$ cat src/rtl/ctle_ram.sv
// generic single write, single read ram with registered read data
// no dependencies
`default_nettype none
module ctle_ram #(
  parameter int WIDTH = 8,
  parameter int DEPTH = 2
) (
  input  wire logic                     clk,
  input  wire logic                     we,
  input  wire logic [$clog2(DEPTH)-1:0] waddr,
  input  wire logic [WIDTH-1:0]         wdata,
  input  wire logic [$clog2(DEPTH)-1:0] raddr,
  output logic      [WIDTH-1:0]         rdata
);
  logic [WIDTH-1:0] mem [DEPTH];

  always_ff @(posedge clk) begin
    if (we) begin
      mem[waddr] <= wdata;
    end
    rdata <= mem[raddr];
  end
endmodule
`default_nettype wire

$ cat config.mk
export PLATFORM = sky130hd
export DESIGN_NAME = ctle_ram
export DESIGN_NICKNAME = d
export VERILOG_FILES = /design/src/rtl/ctle_ram.sv
export SDC_FILE = /design/constraint.sdc
export NUM_CORES = 1
export LEC_CHECK = 0
export BUFFER_PORTS_ARGS = -buffer_cell sky130_fd_sc_hd__buf_2
export CAP_MARGIN = 20
export CORE_UTILIZATION = 48
export DETAILED_ROUTE_END_ITERATION = 16
export PLACE_DENSITY_LB_ADDON = 0.1
export SLEW_MARGIN = 5
export SYNTH_ARGS = -nofsm -noshare
export SYNTH_HDL_FRONTEND = slang
export SYNTH_SLANG_ARGS = --single-unit
$ cat constraint.sdc
create_clock -name clk -period 0.9 [get_ports clk]
set_input_delay 0.045 -clock clk [delete_from_list [all_inputs] [get_ports clk]]
set_output_delay 0.045 -clock clk [all_outputs]
set_load 0.02 [all_outputs]
==> results of run 1 <==
==> flip-flops by register name (all words and copies together) (netlist names) <==
name   flops
mem       16
rdata      8
==> cell usage after synthesis <==
master    instances  area [um2]
nor2b_1           1        6.26
and2_1            1        6.26
buf_6             1        11.3
dfxtp_1           8         160
mux2_4            8         120
edfxtp_1         16         480
==> kinds of logic (layout without fill, tap and decap cells) <==
| family | Yosys count | count (layout) | share of synthesized area (%) |
|---|---|---|---|
| buffers and inverters | 1 | 35 | 1.44 |
| DFF | 24 | 24 | 81.7 |
| muxes | 8 | 8 | 15.3 |
| and+or+nand+nor | 2 | 2 | 1.60 |
==> cell type report <==
class / instances / area, um2
Clock buffer: 3 / 22.5
Clock inverter: 1 / 3.75
Fill cell: 112 / 499
Multi-Input combinational cell: 10 / 133
Sequential cell: 24 / 641
Tap cell: 16 / 20.0
Timing Repair Buffer: 31 / 205
==> how the worst max path moves through the flow <==
| stage | slack [ns] | endpoint | cells past startpoint |
|---|---|---|---|
| floorplan | 0.06 | mem[0][0] | 1 |
| global placement | 0.16 | mem[0][5] | 3 |
| detailed placement | 0.14 | rdata[5] | 1 |
| CTS | 0.05 | rdata[4] | 1 |
| global route | 0.03 | rdata[7] | 1 |
| finish | 0.07 | rdata[4] | 1 |
==> timing repair <==
action	4_1_cts	5_1_grt
hold buffers	8	0
hold endpoints to repair	16	0
buffers inserted	0	0
setup endpoints to repair	0	0
==> power by group <==
group          internal (uW)  total (uW)  leakage, uW  switching (uW)
registers               1260        1280     0.000218            19.8
clock network            161         448    0.0000154             286
logic                    122         224     0.000199             102
total                   1550        1950     0.000432             408
==> layer usage <==
metal	vias to the layer above	GRT usage, %
met1	190	14.1
met2	13	26.5
met4	0	3.75
met5	-	0
li1	197	-
met3	0	3.02
==> per-stage QoR <==
step,area [um2],util [%],hold slack (ns)
2_1_floorplan,785,-,0.144
3_3_place_gp,918,60.3,0.232
3_5_place_dp,918,60.3,0.237
4_1_cts,1020,67.2,0.173
5_1_grt,1020,67.2,0.164
6_report,1020,67.2,0.170
==> results.ini, run 1 <==
[sta]
grt_setup_unrepaired = false
setup_viol = 0
finalClockSkew_ns = 0.00456
fin_ws_ns = 0.0711
worstMarginPinSlew_ns = 0.258
drv_slew = 0
layout_min_cycle_time_ns = 0.829
final_hold_viol_count = 0
setup_tns_ns = 0
slew_headroom_pct = 82.8
max_freq_mhz = 1210
period_share_pct = 92.1

[clock_tree]
htree_levels = 1
cts_resized = 0
cts_tree = built
clock-sinks = 24
root_buffer = clkbuf_4
insertion_delay_ns = 0.30
cts.clk_slew.worst_paths_ns = 0.12
cts_buffer_depth = 2
cts_buffers = 3

[yosys]
syn_area_per_cell_um2 = 22.4
syn_inst = 35
synth.distinct_cells = 6
ys_seq_area_share_pct = 81.7
syn_area_um2 = 785
syn-num-nets = 47
synth_seq_cells = 24
yosys_warnings = 0

[power]
powerDensity_nw_per_um2 = 1910
power_uw = 1950
ir_drop_mv = 1.32
leakagePower_uw = 0.000432

[cells_and_area]
n_antenna_cell = 0
final_common_cell = buf_2
final_cell_mix = 19 x buf_2, 16 x edfxtp_1, 8 x mux2_4, 8 x dlygate4sd3_1, 8 x dfxtp_1
final_cells = 85
drive_gt1_share_pct = 49.3
num-nets-final = 82
area_growth_pct = 30.6

[placement]
place_inst = 73
port_buffers = 19
post-place-ws_ns = 0.137
place_congestion = 0.602

[drt]
ant_nets = 0
routed_wl_um = 1110
via_count = 400
dr.max_layer_used = met3
wl_per_cell_um = 13.0
dr_wl_met3_um = 47
drt_first_pass_iters = 4
route.met2.wl_um = 669
drt-initial-drc-count = 1
drc = 0
met1Wirelength_um = 389
viasPerCell = 4.71

[min_path]
holdPathStages = 2
hold_end = rdata[3]
hp-class = in -> reg
hold_path_startpoint = raddr

[global_routing]
grt_pass1_wl_um = 1790
track_usage_pct = 13.5
grt_pass1_vias = 439
antenna_found_initial = 0
grt_max_degree = 14
grt_overflow = 0

[critical_path]
crit_chain = buf_2
cp_slowest_cell = dfxtp_1
critPathLaunch = rdata[4]
ff2ff_setup_slack_ns = 0.12
worst_setup_path_end_kind = output pin
path_class = reg -> out
worstPathMaxFanout = 1
worst-endpoint-required_ns = 0.85
worstPathArrival_ns = 0.78
r2r_end = rdata[5]
critPathMaxStageDelay_ns = 0.33
crit_family = flip-flops
timing.rr.start = mem[0][5]
crit_buf_inv = 1
reg2regPathDepth = 1
critPathLaunchType = flip-flop

[die]
initial_core_util_pct = 51.5
ioPinCount = 20
rows = 14
core_area_um2 = 1520
die_w_um = 42.4
die_area_um2 = 1800
dieHeight_um = 42.4

[run_status]
outcome = completed

[flow_run]
max-cap-violations = 0

(Power assumes the default switching activity.)
==> run 2, diff against run 1 <==
--- a/config.mk
+++ b/config.mk
@@ -9,7 +9,7 @@
 export CAP_MARGIN = 20
 export CORE_UTILIZATION = 48
 export DETAILED_ROUTE_END_ITERATION = 16
-export PLACE_DENSITY_LB_ADDON = 0.1
+export PLACE_DENSITY = 0.72
 export SLEW_MARGIN = 5
 export SYNTH_ARGS = -nofsm -noshare
 export SYNTH_HDL_FRONTEND = slang
==> run 2 against run 1 <==
Effect of this change: clock power grew 66%; first-iteration DRC count increased to 10 times the previous value; critical path depth did not move; via count down 5.3%; global-route usage decreased by 1.7 points; register-to-register slack better by 0.02 ns; critical endpoint is now rdata[5]; largest power group unchanged; combinational power shrank 7%; clock skew down 0.0039 ns; highest routed layer is now met4; sequential share of layout area fell by 0.23 points; power increased by 14%.
==> results.ini, run 2 (same netlist as run 1, synthesis figures left out) <==
[critical_path]
timing.rr.start = mem[1][0]
crit_chain = buf_2
reg2regPathDepth = 1  ; unchanged
worstPathMaxFanout = 1  ; unchanged
crit_family = flip-flops
ff2ff_setup_slack_ns = 0.14  ; +0.02 ns
worst-endpoint-required_ns = 0.85  ; about the same
worstPathArrival_ns = 0.77  ; about the same
path_class = reg -> out
critPathLaunchType = flip-flop
r2r_end = rdata[0]
crit_buf_inv = 1  ; unchanged
critPathMaxStageDelay_ns = 0.32  ; about the same
worst_setup_path_end_kind = output pin
cp_slowest_cell = dfxtp_1

[cells_and_area]
final_cell_mix = 19 x buf_2, 16 x edfxtp_1, 8 x mux2_4, 8 x dlygate4sd3_1, 8 x dfxtp_1
regMostFlops = mem
n_antenna_cell = 0  ; unchanged
reg_top3 = mem (16), rdata (8)
num-nets-final = 79  ; -3.7%
largest_reg_flops = 16  ; unchanged
fillerInstances = 95  ; -15%
area_growth_pct = 31.1
final_area_um2 = 1030  ; +0.37%
drive_gt1_share_pct = 48.5  ; -0.79 points
final_common_cell = buf_2

[power]
power_uw = 2230  ; +14%
ir_drop_mv = 1.34  ; +1.6%
powerDensity_nw_per_um2 = 2170  ; +14%
leakagePower_uw = 0.000429  ; -0.65%

[flow_run]
max-cap-violations = 0  ; unchanged

[drt]
drc = 0  ; unchanged
viasPerCell = 4.62  ; -1.8%
via_count = 379  ; -5.3%
wl_per_cell_um = 11.1  ; -15%
routed_wl_um = 910  ; -18%
ant_nets = 0  ; unchanged
drt-initial-drc-count = 10  ; +9
drt_first_pass_iters = 2  ; -2

[global_routing]
antenna_found_initial = 0  ; unchanged
track_usage_pct = 11.8  ; -1.7 points
grt_overflow = 0  ; unchanged
grt_pass1_vias = 376  ; -14%
grt_max_degree = 15  ; +1
grt_pass1_wl_um = 1480  ; -17%

[sta]
layout_min_cycle_time_ns = 0.819  ; -0.00990 ns
final_hold_viol_count = 0  ; unchanged
drv_slew = 0  ; unchanged
finalClockSkew_ns = 0.000695  ; -0.00387 ns
slew_headroom_pct = 77.8  ; -5.0 points
period_share_pct = 91.0  ; -1.1 points
max_freq_mhz = 1220  ; +1.2%
worstMarginPinSlew_ns = 0.333  ; +0.0754 ns
setup_viol = 0  ; unchanged
setup_tns_ns = 0  ; unchanged
grt_setup_unrepaired = false

[min_path]
hp-class = in -> reg
hold_end = rdata[3]
hold_path_startpoint = raddr
holdPathStages = 2  ; unchanged

[die]
initial_core_util_pct = 51.5  ; unchanged
rows = 14  ; unchanged
core_area_um2 = 1520  ; unchanged
dieHeight_um = 42.4  ; unchanged
ioPinCount = 20  ; unchanged
die_w_um = 42.4  ; unchanged
die_area_um2 = 1800  ; unchanged

[clock_tree]
cts.clk_slew.worst_paths_ns = 0.12  ; about the same
cts_resized = 0  ; unchanged
cts_tree = built
htree_levels = 1  ; unchanged
cts_buffers = 3  ; unchanged
cts_buffer_depth = 2  ; unchanged
postCtsSetupBuffers = 0  ; unchanged
clock-sinks = 24  ; unchanged
insertion_delay_ns = 0.30  ; about the same
root_buffer = clkbuf_4

[placement]
place_area_um2 = 896  ; -2.5%
port_buffers = 19  ; unchanged
place_congestion = 0.625  ; +3.8%

[run_status]
outcome = completed

run 2: changes by cell type in the layout (fill, tap and decap cells not counted), sizes merged:
cell	delta
bufinv	+1
clkinv	-1
buf	-3
run 2: how the worst max path moves through the flow:
stage,startpoint,end,depth (start not counted)
floorplan,we,mem[0][0],1
global placement,waddr,mem[1][7],2
detailed placement,waddr,mem[1][7],2
CTS,rdata[3],rdata[3],1
global route,rdata[2],rdata[2],1
finish,rdata[5],rdata[5],1
run 2: final cells by class:
cell class | instances | area, um2 | share of cell area [%]
flip-flops and latches | 24 | 641 | 62.3
repair buffers | 28 | 183 | 17.8
multi-input cells | 10 | 133 | 12.9
clock inverters | 1 | 30.0 | 2.92
clock buffers | 3 | 22.5 | 2.19
well taps | 16 | 20.0 | 1.95
run 2: metal layers:
| layer | global-route usage, % | wire length [um] | vias to the layer above |
|---|---|---|---|
| li1 | - | - | 190 |
| met1 | 12.4 | 394 | 174 |
| met2 | 20.0 | 476 | 13 |
| met3 | 2.59 | 27 | 2 |
| met4 | 9.38 | 11 | 0 |
| met5 | 0 | 0 | - |
run 2: timing repair:
action,CTS,global route
setup endpoints to repair,0,0
endpoints found under the hold margin,16,0
hold buffers,8,0
run 2: through the flow:
stage	hold WS, ns	worst slack [ns]	util [%]	std cells
2_1_floorplan	0.144	0.0616	-	35
6_report	0.178	0.0810	67.5	82
3_5_place_dp	0.237	0.0960	58.8	70
4_1_cts	0.169	0.0682	67.5	82
5_1_grt	0.171	0.0357	67.5	82
3_3_place_gp	0.237	0.115	58.8	70
run 2: report_power, final:
part | internal [uW] | switching [uW] | total [uW]
registers | 1260 | 17.9 | 1280
clock network | 450 | 293 | 742
logic | 114 | 95.6 | 209
