## src/rtl/ctle_pkg.sv

```systemverilog
// shared types and constants for the lru connection table
// no dependencies
`default_nettype none
package ctle_pkg;

  localparam int DEF_DEPTH = 64;
  // the max entries register is 7 bits wide, so no slot above this is ever used
  localparam int MAX_REG = 127;

  localparam logic [31:0] USE_DIV   = 32'd16;
  localparam logic [31:0] USE_FULL  = 32'hFFFF_FFFF;
  localparam logic [31:0] RESCALE_D = USE_FULL - USE_FULL / USE_DIV;

  localparam logic [2:0] FN_ADD    = 3'd0;
  localparam logic [2:0] FN_REMOVE = 3'd1;
  localparam logic [2:0] FN_RECORD = 3'd2;
  localparam logic [2:0] FN_LOOKUP = 3'd3;
  localparam logic [2:0] FN_CHECK  = 3'd4;
  localparam logic [2:0] FN_CLEAR  = 3'd5;

  localparam logic [2:0] ST_ADDED      = 3'd0;
  localparam logic [2:0] ST_REJECTED   = 3'd1;
  localparam logic [2:0] ST_REMOVED    = 3'd2;
  localparam logic [2:0] ST_NOT_FOUND  = 3'd3;
  localparam logic [2:0] ST_FOUND      = 3'd4;
  localparam logic [2:0] ST_RESV_OTHER = 3'd5;
  localparam logic [2:0] ST_RESV_NOW   = 3'd6;
  localparam logic [2:0] ST_DONE       = 3'd7;

  typedef struct packed {
    logic [2:0]  func;
    logic [15:0] handle;
    logic [63:0] addr_hi;
    logic [63:0] addr_lo;
    logic [15:0] peer_port;
    logic [1:0]  ip_kind;
    logic        unique_only;
    logic        reject_if_full;
    logic [63:0] now_us;
  } ctle_in_t;

  typedef struct packed {
    logic [2:0]  status;
    logic [15:0] result_handle;
    logic        evict_valid;
    logic [15:0] evict_handle;
    logic [63:0] found_addr_hi;
    logic [63:0] found_addr_lo;
    logic [15:0] found_port;
    logic [1:0]  found_kind;
  } ctle_out_t;

  typedef struct packed {
    logic [15:0] handle;
    logic [63:0] addr_hi;
    logic [63:0] addr_lo;
    logic [17:0] port_kind;
    logic [31:0] last_use;
  } ctle_entry_t;

  typedef struct packed {
    logic [63:0] addr_hi;
    logic [63:0] addr_lo;
    logic [17:0] port_kind;
    logic [63:0] stamp;
  } ctle_resv_t;

  typedef struct packed {
    logic      valid;
    ctle_out_t item;
  } ctle_res_t;

  typedef enum logic [3:0] {
    S_IDLE, S_ESCAN, S_RSCAN, S_SLOT_RD, S_SLOT_WR,
    S_MOVE_RD, S_MOVE_WR, S_RES_WR, S_DONE
  } ctle_state_t;

endpackage
`default_nettype wire

```

## src/rtl/ctle_ctrl.sv

```systemverilog
// sequencer for the connection and reservation tables: scans, read-modify-write
// depends on ctle_pkg; drives the two ctle_ram instances in the top level
`default_nettype none
module ctle_ctrl #(
  parameter int DEPTH = ctle_pkg::DEF_DEPTH,
  localparam int USED = (DEPTH < ctle_pkg::MAX_REG) ? DEPTH : ctle_pkg::MAX_REG,
  localparam int AW = $clog2(USED)
) (
  input  wire logic                 clk,
  input  wire logic                 rst,
  input  wire logic                 cfg_we,
  input  wire logic [6:0]           cfg_wdata,
  input  wire logic                 in_valid,
  input  wire ctle_pkg::ctle_in_t   in_item,
  output logic                      ready,
  output logic                      e_we,
  output logic [AW-1:0]             e_waddr,
  output ctle_pkg::ctle_entry_t     e_wdata,
  output logic [AW-1:0]             e_raddr,
  input  wire ctle_pkg::ctle_entry_t e_rdata,
  output logic                      r_we,
  output logic [AW-1:0]             r_waddr,
  output ctle_pkg::ctle_resv_t      r_wdata,
  output logic [AW-1:0]             r_raddr,
  input  wire ctle_pkg::ctle_resv_t r_rdata,
  output ctle_pkg::ctle_res_t       res,
  input  wire logic                 out_free
);
  import ctle_pkg::*;

  localparam int CW = $clog2(USED + 1);

  ctle_state_t st, st_next;
  ctle_in_t    it;
  ctle_out_t   rs;
  logic [CW-1:0] cnt, sc, m_eff, limit;
  logic [6:0]    maxr;
  logic [31:0]   ucnt;
  logic          wrap;
  logic          pv;
  logic [AW-1:0] pidx, idx, slot, wslot;
  logic [USED-1:0] e_vld, r_vld;
  logic          m_have;
  logic [15:0]   m_handle, lru_handle;
  logic [AW-1:0] m_idx, lru_idx, free_idx, old_idx;
  logic [31:0]   lru_stamp;
  logic          free_found;
  logic [63:0]   oldest;

  logic [17:0]   key_pk;
  logic [31:0]   e_stamp, rec_stamp, slot_stamp;
  logic          e_key_hit, e_h_hit, r_key_hit, r_free;
  logic          add_uniq, issue, scan_end, room, do_reject;
  logic [2:0]    first_st;
  ctle_resv_t    rr;
  ctle_entry_t   mv;

  always_comb begin
    if (maxr == 7'd0) begin
      m_eff = CW'(1);
    end else if (int'(maxr) > USED) begin
      m_eff = CW'(USED);
    end else begin
      m_eff = CW'(maxr);
    end
  end

  assign key_pk    = {it.ip_kind, it.peer_port};
  assign add_uniq  = (it.ip_kind != 2'd0) && it.unique_only;
  assign room      = cnt < m_eff;
  assign do_reject = (in_item.func == FN_ADD) && !room && in_item.reject_if_full;

  // status an item starts out with
  always_comb begin
    if (do_reject) begin
      first_st = ST_REJECTED;
    end else if (in_item.func == FN_REMOVE || in_item.func == FN_LOOKUP) begin
      first_st = ST_NOT_FOUND;
    end else begin
      first_st = ST_DONE;
    end
  end

  // stamps of never written slots read as zero
  assign e_stamp   = e_vld[pidx] ? e_rdata.last_use : 32'd0;
  assign e_key_hit = (e_rdata.addr_hi == it.addr_hi) && (e_rdata.addr_lo == it.addr_lo) &&
                     (e_rdata.port_kind == key_pk);
  assign e_h_hit   = e_rdata.handle == it.handle;
  assign rr        = r_vld[pidx] ? r_rdata : '0;
  assign r_key_hit = (rr.addr_hi == it.addr_hi) && (rr.addr_lo == it.addr_lo) &&
                     (rr.port_kind == key_pk);
  assign r_free    = (rr.addr_hi == 64'd0) && (rr.addr_lo == 64'd0) && (rr.port_kind == 18'd0);

  assign limit    = (st == S_RSCAN) ? m_eff : cnt;
  assign issue    = sc < limit;
  assign scan_end = !pv && !issue;

  assign slot  = m_have ? m_idx : (room ? cnt[AW-1:0] : lru_idx);
  assign wslot = free_found ? free_idx : old_idx;

  always_comb begin
    if (e_h_hit) begin
      rec_stamp = ucnt;
    end else if (wrap) begin
      rec_stamp = (e_stamp > RESCALE_D) ? e_stamp - RESCALE_D : 32'd0;
    end else begin
      rec_stamp = e_stamp;
    end
  end

  assign slot_stamp = e_vld[idx] ? e_rdata.last_use : 32'd0;

  always_comb begin
    mv = e_rdata;
    mv.last_use = e_vld[cnt[AW-1:0]] ? e_rdata.last_use : 32'd0;
  end

  always_ff @(posedge clk) begin
    if (rst) begin
      st <= S_IDLE;
    end else begin
      st <= st_next;
    end
  end

  always_comb begin
    st_next = st;
    ready   = 1'b0;
    e_we    = 1'b0;
    e_waddr = pidx;
    e_wdata = e_rdata;
    e_raddr = sc[AW-1:0];
    r_we    = 1'b0;
    r_waddr = wslot;
    r_wdata = '{addr_hi: it.addr_hi, addr_lo: it.addr_lo, port_kind: key_pk, stamp: it.now_us};
    r_raddr = sc[AW-1:0];
    unique case (st)
      S_IDLE: begin
        ready = 1'b1;
        if (in_valid) begin
          if (do_reject) begin
            st_next = S_DONE;
          end else begin
            case (in_item.func) inside
              FN_ADD, FN_REMOVE, FN_RECORD, FN_LOOKUP, FN_CHECK: st_next = S_ESCAN;
              FN_CLEAR: st_next = S_RSCAN;
              default:  st_next = S_DONE;
            endcase
          end
        end
      end
      S_ESCAN: begin
        case (it.func)
          FN_REMOVE: begin
            if (pv && e_h_hit) begin
              st_next = (CW'(pidx) < cnt - CW'(1)) ? S_MOVE_RD : S_DONE;
            end else if (scan_end) begin
              st_next = S_DONE;
            end
          end
          FN_CHECK: begin
            if (pv && e_key_hit) begin
              st_next = S_DONE;
            end else if (scan_end) begin
              st_next = S_RSCAN;
            end
          end
          FN_RECORD: begin
            e_we = pv;
            e_wdata.last_use = rec_stamp;
            if (scan_end) begin
              st_next = S_DONE;
            end
          end
          FN_ADD: begin
            if (scan_end) begin
              st_next = (it.ip_kind != 2'd0) ? S_RSCAN : S_SLOT_RD;
            end
          end
          default: begin
            if (scan_end) begin
              st_next = S_DONE;
            end
          end
        endcase
      end
      S_RSCAN: begin
        if (it.func == FN_CHECK) begin
          if (pv && r_key_hit) begin
            st_next = S_DONE;
          end else if (scan_end) begin
            st_next = S_RES_WR;
          end
        end else if (scan_end) begin
          st_next = (it.func == FN_ADD) ? S_SLOT_RD : S_DONE;
        end
      end
      S_SLOT_RD: begin
        e_raddr = slot;
        st_next = S_SLOT_WR;
      end
      S_SLOT_WR: begin
        e_we    = 1'b1;
        e_waddr = idx;
        if (it.ip_kind != 2'd0) begin
          e_wdata = '{handle: it.handle, addr_hi: it.addr_hi, addr_lo: it.addr_lo,
                      port_kind: key_pk, last_use: slot_stamp};
        end else begin
          e_wdata = '{handle: it.handle, addr_hi: 64'd0, addr_lo: 64'd0,
                      port_kind: 18'd0, last_use: slot_stamp};
        end
        st_next = S_DONE;
      end
      S_MOVE_RD: begin
        e_raddr = cnt[AW-1:0];
        st_next = S_MOVE_WR;
      end
      S_MOVE_WR: begin
        e_we    = 1'b1;
        e_waddr = idx;
        e_wdata = mv;
        st_next = S_DONE;
      end
      S_RES_WR: begin
        r_we    = 1'b1;
        st_next = S_DONE;
      end
      S_DONE: begin
        if (out_free) begin
          st_next = S_IDLE;
        end
      end
      default: st_next = S_IDLE;
    endcase
  end

  always_ff @(posedge clk) begin
    if (rst) begin
      cnt   <= '0;
      maxr  <= 7'd64;
      ucnt  <= 32'd0;
      e_vld <= '0;
      r_vld <= '0;
      pv    <= 1'b0;
      sc    <= '0;
    end else begin
      if (cfg_we) begin
        maxr <= cfg_wdata;
      end
      if (st_next != st) begin
        sc <= '0;
        pv <= 1'b0;
      end else if ((st == S_ESCAN || st == S_RSCAN) && issue) begin
        sc   <= sc + CW'(1);
        pv   <= 1'b1;
        pidx <= sc[AW-1:0];
      end else begin
        pv <= 1'b0;
      end

      unique case (st)
        S_IDLE: begin
          if (in_valid) begin
            it         <= in_item;
            rs         <= '{status: first_st, result_handle: 16'd0, evict_valid: 1'b0,
                            evict_handle: 16'd0, found_addr_hi: 64'd0,
                            found_addr_lo: 64'd0, found_port: 16'd0, found_kind: 2'd0};
            m_have     <= 1'b0;
            free_found <= 1'b0;
            oldest     <= in_item.now_us;
            old_idx    <= '0;
            if (in_item.func == FN_RECORD) begin
              wrap <= ucnt == USE_FULL;
              ucnt <= (ucnt == USE_FULL) ? ucnt - RESCALE_D + 32'd1 : ucnt + 32'd1;
            end
          end
        end
        S_ESCAN: begin
          if (pv) begin
            case (it.func)
              FN_ADD: begin
                if (add_uniq && e_key_hit && !m_have) begin
                  m_have   <= 1'b1;
                  m_idx    <= pidx;
                  m_handle <= e_rdata.handle;
                end
                if (pidx == '0 || e_stamp < lru_stamp) begin
                  lru_idx    <= pidx;
                  lru_stamp  <= e_stamp;
                  lru_handle <= e_rdata.handle;
                end
              end
              FN_REMOVE: begin
                if (e_h_hit) begin
                  rs.status <= ST_REMOVED;
                  idx       <= pidx;
                  cnt       <= cnt - CW'(1);
                end
              end
              FN_RECORD: e_vld[pidx] <= 1'b1;
              FN_LOOKUP: begin
                if (e_h_hit) begin
                  rs.status        <= ST_FOUND;
                  rs.found_addr_hi <= e_rdata.addr_hi;
                  rs.found_addr_lo <= e_rdata.addr_lo;
                  rs.found_port    <= e_rdata.port_kind[15:0];
                  rs.found_kind    <= e_rdata.port_kind[17:16];
                end
              end
              FN_CHECK: begin
                if (e_key_hit) begin
                  rs.status        <= ST_FOUND;
                  rs.result_handle <= e_rdata.handle;
                end
              end
              default: ;
            endcase
          end
        end
        S_RSCAN: begin
          if (pv) begin
            if (it.func == FN_CHECK) begin
              if (r_key_hit) begin
                rs.status <= ST_RESV_OTHER;
              end else if (!free_found) begin
                if (r_free) begin
                  free_found <= 1'b1;
                  free_idx   <= pidx;
                end else if (rr.stamp < oldest) begin
                  oldest  <= rr.stamp;
                  old_idx <= pidx;
                end
              end
            end else if (r_key_hit) begin
              r_vld[pidx] <= 1'b0;
            end
          end
        end
        S_SLOT_RD: begin
          idx       <= slot;
          rs.status <= ST_ADDED;
          if (m_have) begin
            rs.evict_valid  <= 1'b1;
            rs.evict_handle <= m_handle;
          end else if (room) begin
            cnt <= cnt + CW'(1);
          end else begin
            rs.evict_valid  <= 1'b1;
            rs.evict_handle <= lru_handle;
          end
        end
        S_SLOT_WR, S_MOVE_WR: e_vld[idx] <= 1'b1;
        S_RES_WR: begin
          r_vld[wslot] <= 1'b1;
          rs.status    <= ST_RESV_NOW;
        end
        S_MOVE_RD, S_DONE: ;
        default: ;
      endcase
    end
  end

  assign res.valid = st == S_DONE;
  assign res.item  = rs;

  a_cnt_bound: assert property (@(posedge clk) disable iff (rst) int'(cnt) <= USED)
    else $error("entry count beyond table depth");
  a_one_at_a_time: assert property (@(posedge clk) disable iff (rst)
    (ready && in_valid) |=> !ready)
    else $error("second item taken while one is in work");
  a_result_held: assert property (@(posedge clk) disable iff (rst)
    (st == S_DONE && !out_free) |=> (st == S_DONE && $stable(rs)))
    else $error("result changed before it was handed off");
  a_slot_marked: assert property (@(posedge clk) disable iff (rst)
    (st == S_SLOT_WR) |=> e_vld[$past(idx)])
    else $error("written slot not marked valid");
endmodule
`default_nettype wire

```

## config.mk

```make
export PLATFORM = sky130hd
export DESIGN_NAME = ctle_ctrl
export DESIGN_NICKNAME = d
export VERILOG_FILES = /design/src/rtl/ctle_pkg.sv /design/src/rtl/ctle_ctrl.sv
export SDC_FILE = /design/constraint.sdc
export NUM_CORES = 2
export LEC_CHECK = 0
export BUFFER_PORTS_ARGS = -buffer_cell sky130_fd_sc_hd__buf_2
export CORE_AREA = 2 2 489 491
export CTS_BUF_LIST = sky130_fd_sc_hd__clkbuf_4 sky130_fd_sc_hd__clkbuf_8 sky130_fd_sc_hd__clkbuf_16
export DETAILED_ROUTE_END_ITERATION = 8
export DIE_AREA = 0 0 491 493
export GPL_TIMING_DRIVEN = 0
export PLACE_DENSITY = 0.45
export SLEW_MARGIN = 20
export SYNTH_ARGS = -nofsm -noshare
export SYNTH_HDL_FRONTEND = slang
export SYNTH_SLANG_ARGS = --single-unit
```

## constraint.sdc

```tcl
create_clock -name clk -period 14.71 [get_ports clk]
set_clock_uncertainty 0.15 [all_clocks]
set_input_delay 0.7355 -clock clk [delete_from_list [all_inputs] [get_ports clk]]
set_output_delay 0.7355 -clock clk [all_outputs]
set_load 0.03 [all_outputs]
```

==> flow_metrics.py <==
metrics = {
    "run_status": {
        "run_status": "complete, no violations",
    },
    "grt": {
        "grt_util_all_layers_pct": 28.0,
        "grt_first_pass_wirelength_um": 444000,
        "grt_max_degree": 39,
        "overflow": 0,
        "antenna_found_initial": 152,
        "number_of_global_route_vias_before_repair": 42545,
    },
    "timing": {
        "rsz0062_at_grt": "no",
        "fin_setup_tns_ps": 0,
        "final_min_period_over_clock_period_pct": 66.8,
        "setup_violations": 0,
        "worst_slew_pin_slew_ps": 1280,
        "hold_viol_final": 0,
        "max_freq_mhz": 102,
        "timing.max_slew.rel_slack_pct": 13.6,
        "final.hold.worst_slack_ps": 82.7,
        "finalCriticalPeriod_ps": 9830,
        "setup_ws_ps": 4880,
        "finalMaxSlewViolations": 0,
    },
    "finish": {
        "commonest_cells_after_routing_fill_and_taps_aside": "buf_2 (1282), edfxtp_1 (579), nand2_1 (519), nor2_1 (295), and2_1 (263)",
        "fillCellCount": 25915,
        "layout-drive-gt1-share_pct": 32.4,
        "footprint_of_the_flip_flops_and_latches_um2": 21100,
        "finish.net_count": 6836,
        "syn2layout_area_growth_pct": 39.1,
        "finalCoreUtilization_pct": 25.9,
        "layout.cells.most_common": "buf_2",
        "fin_cells": 9391,
        "multi_input_comb_area_um2": 20100,
    },
    "yosys": {
        "sequential_share_of_the_synthesized_area_pct": 47.8,
        "synth_top_cell_by_area": "edfxtp_1",
        "synth_top_cells_by_area": "edfxtp_1 (39%), dfxtp_1 (8.4%), nand2_1 (4.4%), buf_4 (3.8%), and2_1 (3.7%)",
        "yosysTopAreaCellShare_pct": 39.4,
        "yosys_warnings": 0,
        "synth_flop_cell": "edfxtp_1",
        "postSynthNetCount": 5210,
        "post_synth_edffs": 579,
        "synthArstFlopShare_pct": 0,
        "postSynthCellCount": 4447,
        "mappedNetlistArea_um2": 44200,
        "yosysUniqueCellTypes": 82,
        "synth_area_per_inst_um2": 9.93,
        "synth_seq_cells": 765,
    },
    "drt": {
        "drc": 0,
        "detailedRoute.firstIterationViolations": 5027,
        "route.vias.total": 45090,
        "routed_wl_um": 354000,
        "antenna_left": 0,
        "drt_pre_antenna_iters": 6,
        "detail_route.vias_per_cell": 4.80,
        "avgRoutedWirePerCell_um": 37.7,
    },
    "critical_path": {
        "crit_path_max_fanout": 12,
        "worstSetupEndpointType": "flop",
        "crit_arrival_ps": 10140,
        "setup.worst_path.start_class": "flop",
        "critical-path-top-cell-by-count": "a21o_1",
        "timing.critical_path.required_ps": 15020,
        "slowest_stage": "nor3b_1",
        "timing.critical_path.slowest_cell_delay_ps": 880,
        "path_class": "flop to flop",
    },
    "clocking": {
        "post-cts-setup-buffers": 0,
        "tritoncts_clock_tree": "yes",
        "cts.sinks": 765,
        "cts.htree.levels": 3,
        "worst_setup_hold_path_clk_slew_ps": 70,
        "max-clock-path-buffers": 3,
        "clk_root_buf": "clkbuf_16",
        "worstSkewPairLatency_ps": 800,
        "cts_buffers": 104,
    },
    "job": {
        "timing.max_cap.violations": 0,
    },
    "floorplan": {
        "start_util_pct": 18.6,
        "floorplan.core_area_um2": 237000,
        "dieWidth_um": 491,
        "row_count": 179,
        "fp.dieH_um": 493,
        "die-area_um2": 242000,
        "design.portCount": 1261,
    },
    "pwr": {
        "power-per-cell-area_nw_per_um2": 105,
        "p_leak_nw": 24.9,
        "irDropWorstVdd_mv": 0.0915,
    },
    "place": {
        "pre_cts_ws_ps": 4910,
        "final_wtd_congestion": 1.00,
        "place_hpwl_um": 299000,
        "place.port_buffers": 1259,
        "place.detailed.instances": 8920,
    },
    "worst_hold_path": {
        "hold_path.class": "primary input to flop",
    },
}
[per-stage QoR]
stage / cell area [µm²] / power [mW]
floorplan: 44200 / 3.06
global placement: 54400 / 3.73
detailed placement: 55500 / 3.72
CTS: 61200 / 6.52
global route: 61300 / 6.63
finish: 61400 / 6.46
[cells in the mapped netlist, types with 10 or more instances]
cell         n
a2111oi_0   13
a211oi_1    21
a21o_1      53
a21oi_1    190
a221oi_1    17
a22o_1      35
a22oi_1     55
a311oi_1    25
a31oi_1     40
and2_1     263
and3_1      23
buf_1       21
buf_2       19
buf_4      223
clkbuf_1   174
dfxtp_1    186
edfxtp_1   579
ha_1       116
inv_1      150
mux2_2      89
mux2i_1     68
mux4_2      30
nand2_1    519
nand2b_1    10
nand3_1    120
nand4_1     52
nor2_1     300
nor2b_1     16
nor3_1      66
nor4_1      72
o21a_1      14
o21ai_0    259
o22ai_1     86
o2bb2ai_1   24
o31ai_1     32
or2_2       62
or3_1       18
or4_1       21
xnor2_1    119
xor2_1     134
[what timing repair did]
item / CTS / global route
hold endpoints to repair: 213 / 0
hold buffers: 213 / 0
gates resized for setup: 0 / 0
[registers in the layout, indices dropped and copies added (netlist names), 4 cells and up]
signal	cells
pidx	6
idx	6
maxr	7
lru_handle	16
old_idx	6
res	182
m_handle	16
ucnt	32
sc	7
lru_stamp	32
r_wdata	210
cnt	7
free_idx	6
lru_idx	6
st	4
it	20
e_vld	64
m_idx	6
oldest	64
r_vld	64
[power by group]
group / internal (mW) / total, mW / leakage (nW) / switching [mW]
sequential: 2.44 / 2.58 / 6.86 / 0.140
combinational: 0.362 / 1.16 / 16.3 / 0.795
clock: 1.58 / 2.73 / 1.77 / 1.15
total: 4.38 / 6.46 / 24.9 / 2.08
[cells by family (layout without fill, tap and decap cells)]
group           Yosys count  count (layout)  share of synthesized area [%]
simple gates           1591            1591                           17.8
compound gates          933             933                           13.5
flops                   765             765                           47.8
buf+inv                 602            2314                           7.21
xor+xnor                253             253                           5.02
mux                     187             187                           5.34
fa+ha+maj               116             116                           3.29
other cells               0              65                              0
[area by class of cell]
type,instances,area share [%]
flip-flops and latches,765,34.4
multi-input cells,3080,32.7
repair buffers,1520,15.2
well taps,3167,6.45
clock buffers,134,4.82
plain buffers,447,4.27
clock inverters,58,1.02
inverters,155,0.948
diodes,65,0.265
[worst max-delay path: cells and delay by family (launching register included)]
family / cells / cell delay, ps
buffers and inverters: 10 / 3220
adder cells (fa/ha/maj): 1 / 250
AO/OA/AOI/OAI: 9 / 2340
flip-flops: 1 / 570
AND/OR/NAND/NOR: 7 / 2890
[final timing paths]
| path | from | endpoint | slack [ps] | cells past startpoint |
|---|---|---|---|---|
| hold reg to reg | r_vld[3] | r_vld[3] | 330 | 2 |
| setup / recovery | pidx[5] | oldest[19] | 4880 | 27 |
| setup reg to reg | pidx[5] | oldest[19] | 4880 | 27 |
| hold / removal | in_item[89] | r_wdata[87] | 80 | 1 |
[metal layers]
metal / wire (µm) / GRT usage, % / up-vias / share of wire [%]
li1: - / - / 19271 / -
met1: 142000 / 34.6 / 22607 / 40
met2: 159000 / 44.3 / 2598 / 45
met3: 33000 / 8.75 / 566 / 9.3
met4: 19900 / 13.5 / 48 / 5.6
met5: 423 / 0 / - / 0.12
Power figures use the tool's default switching activity.
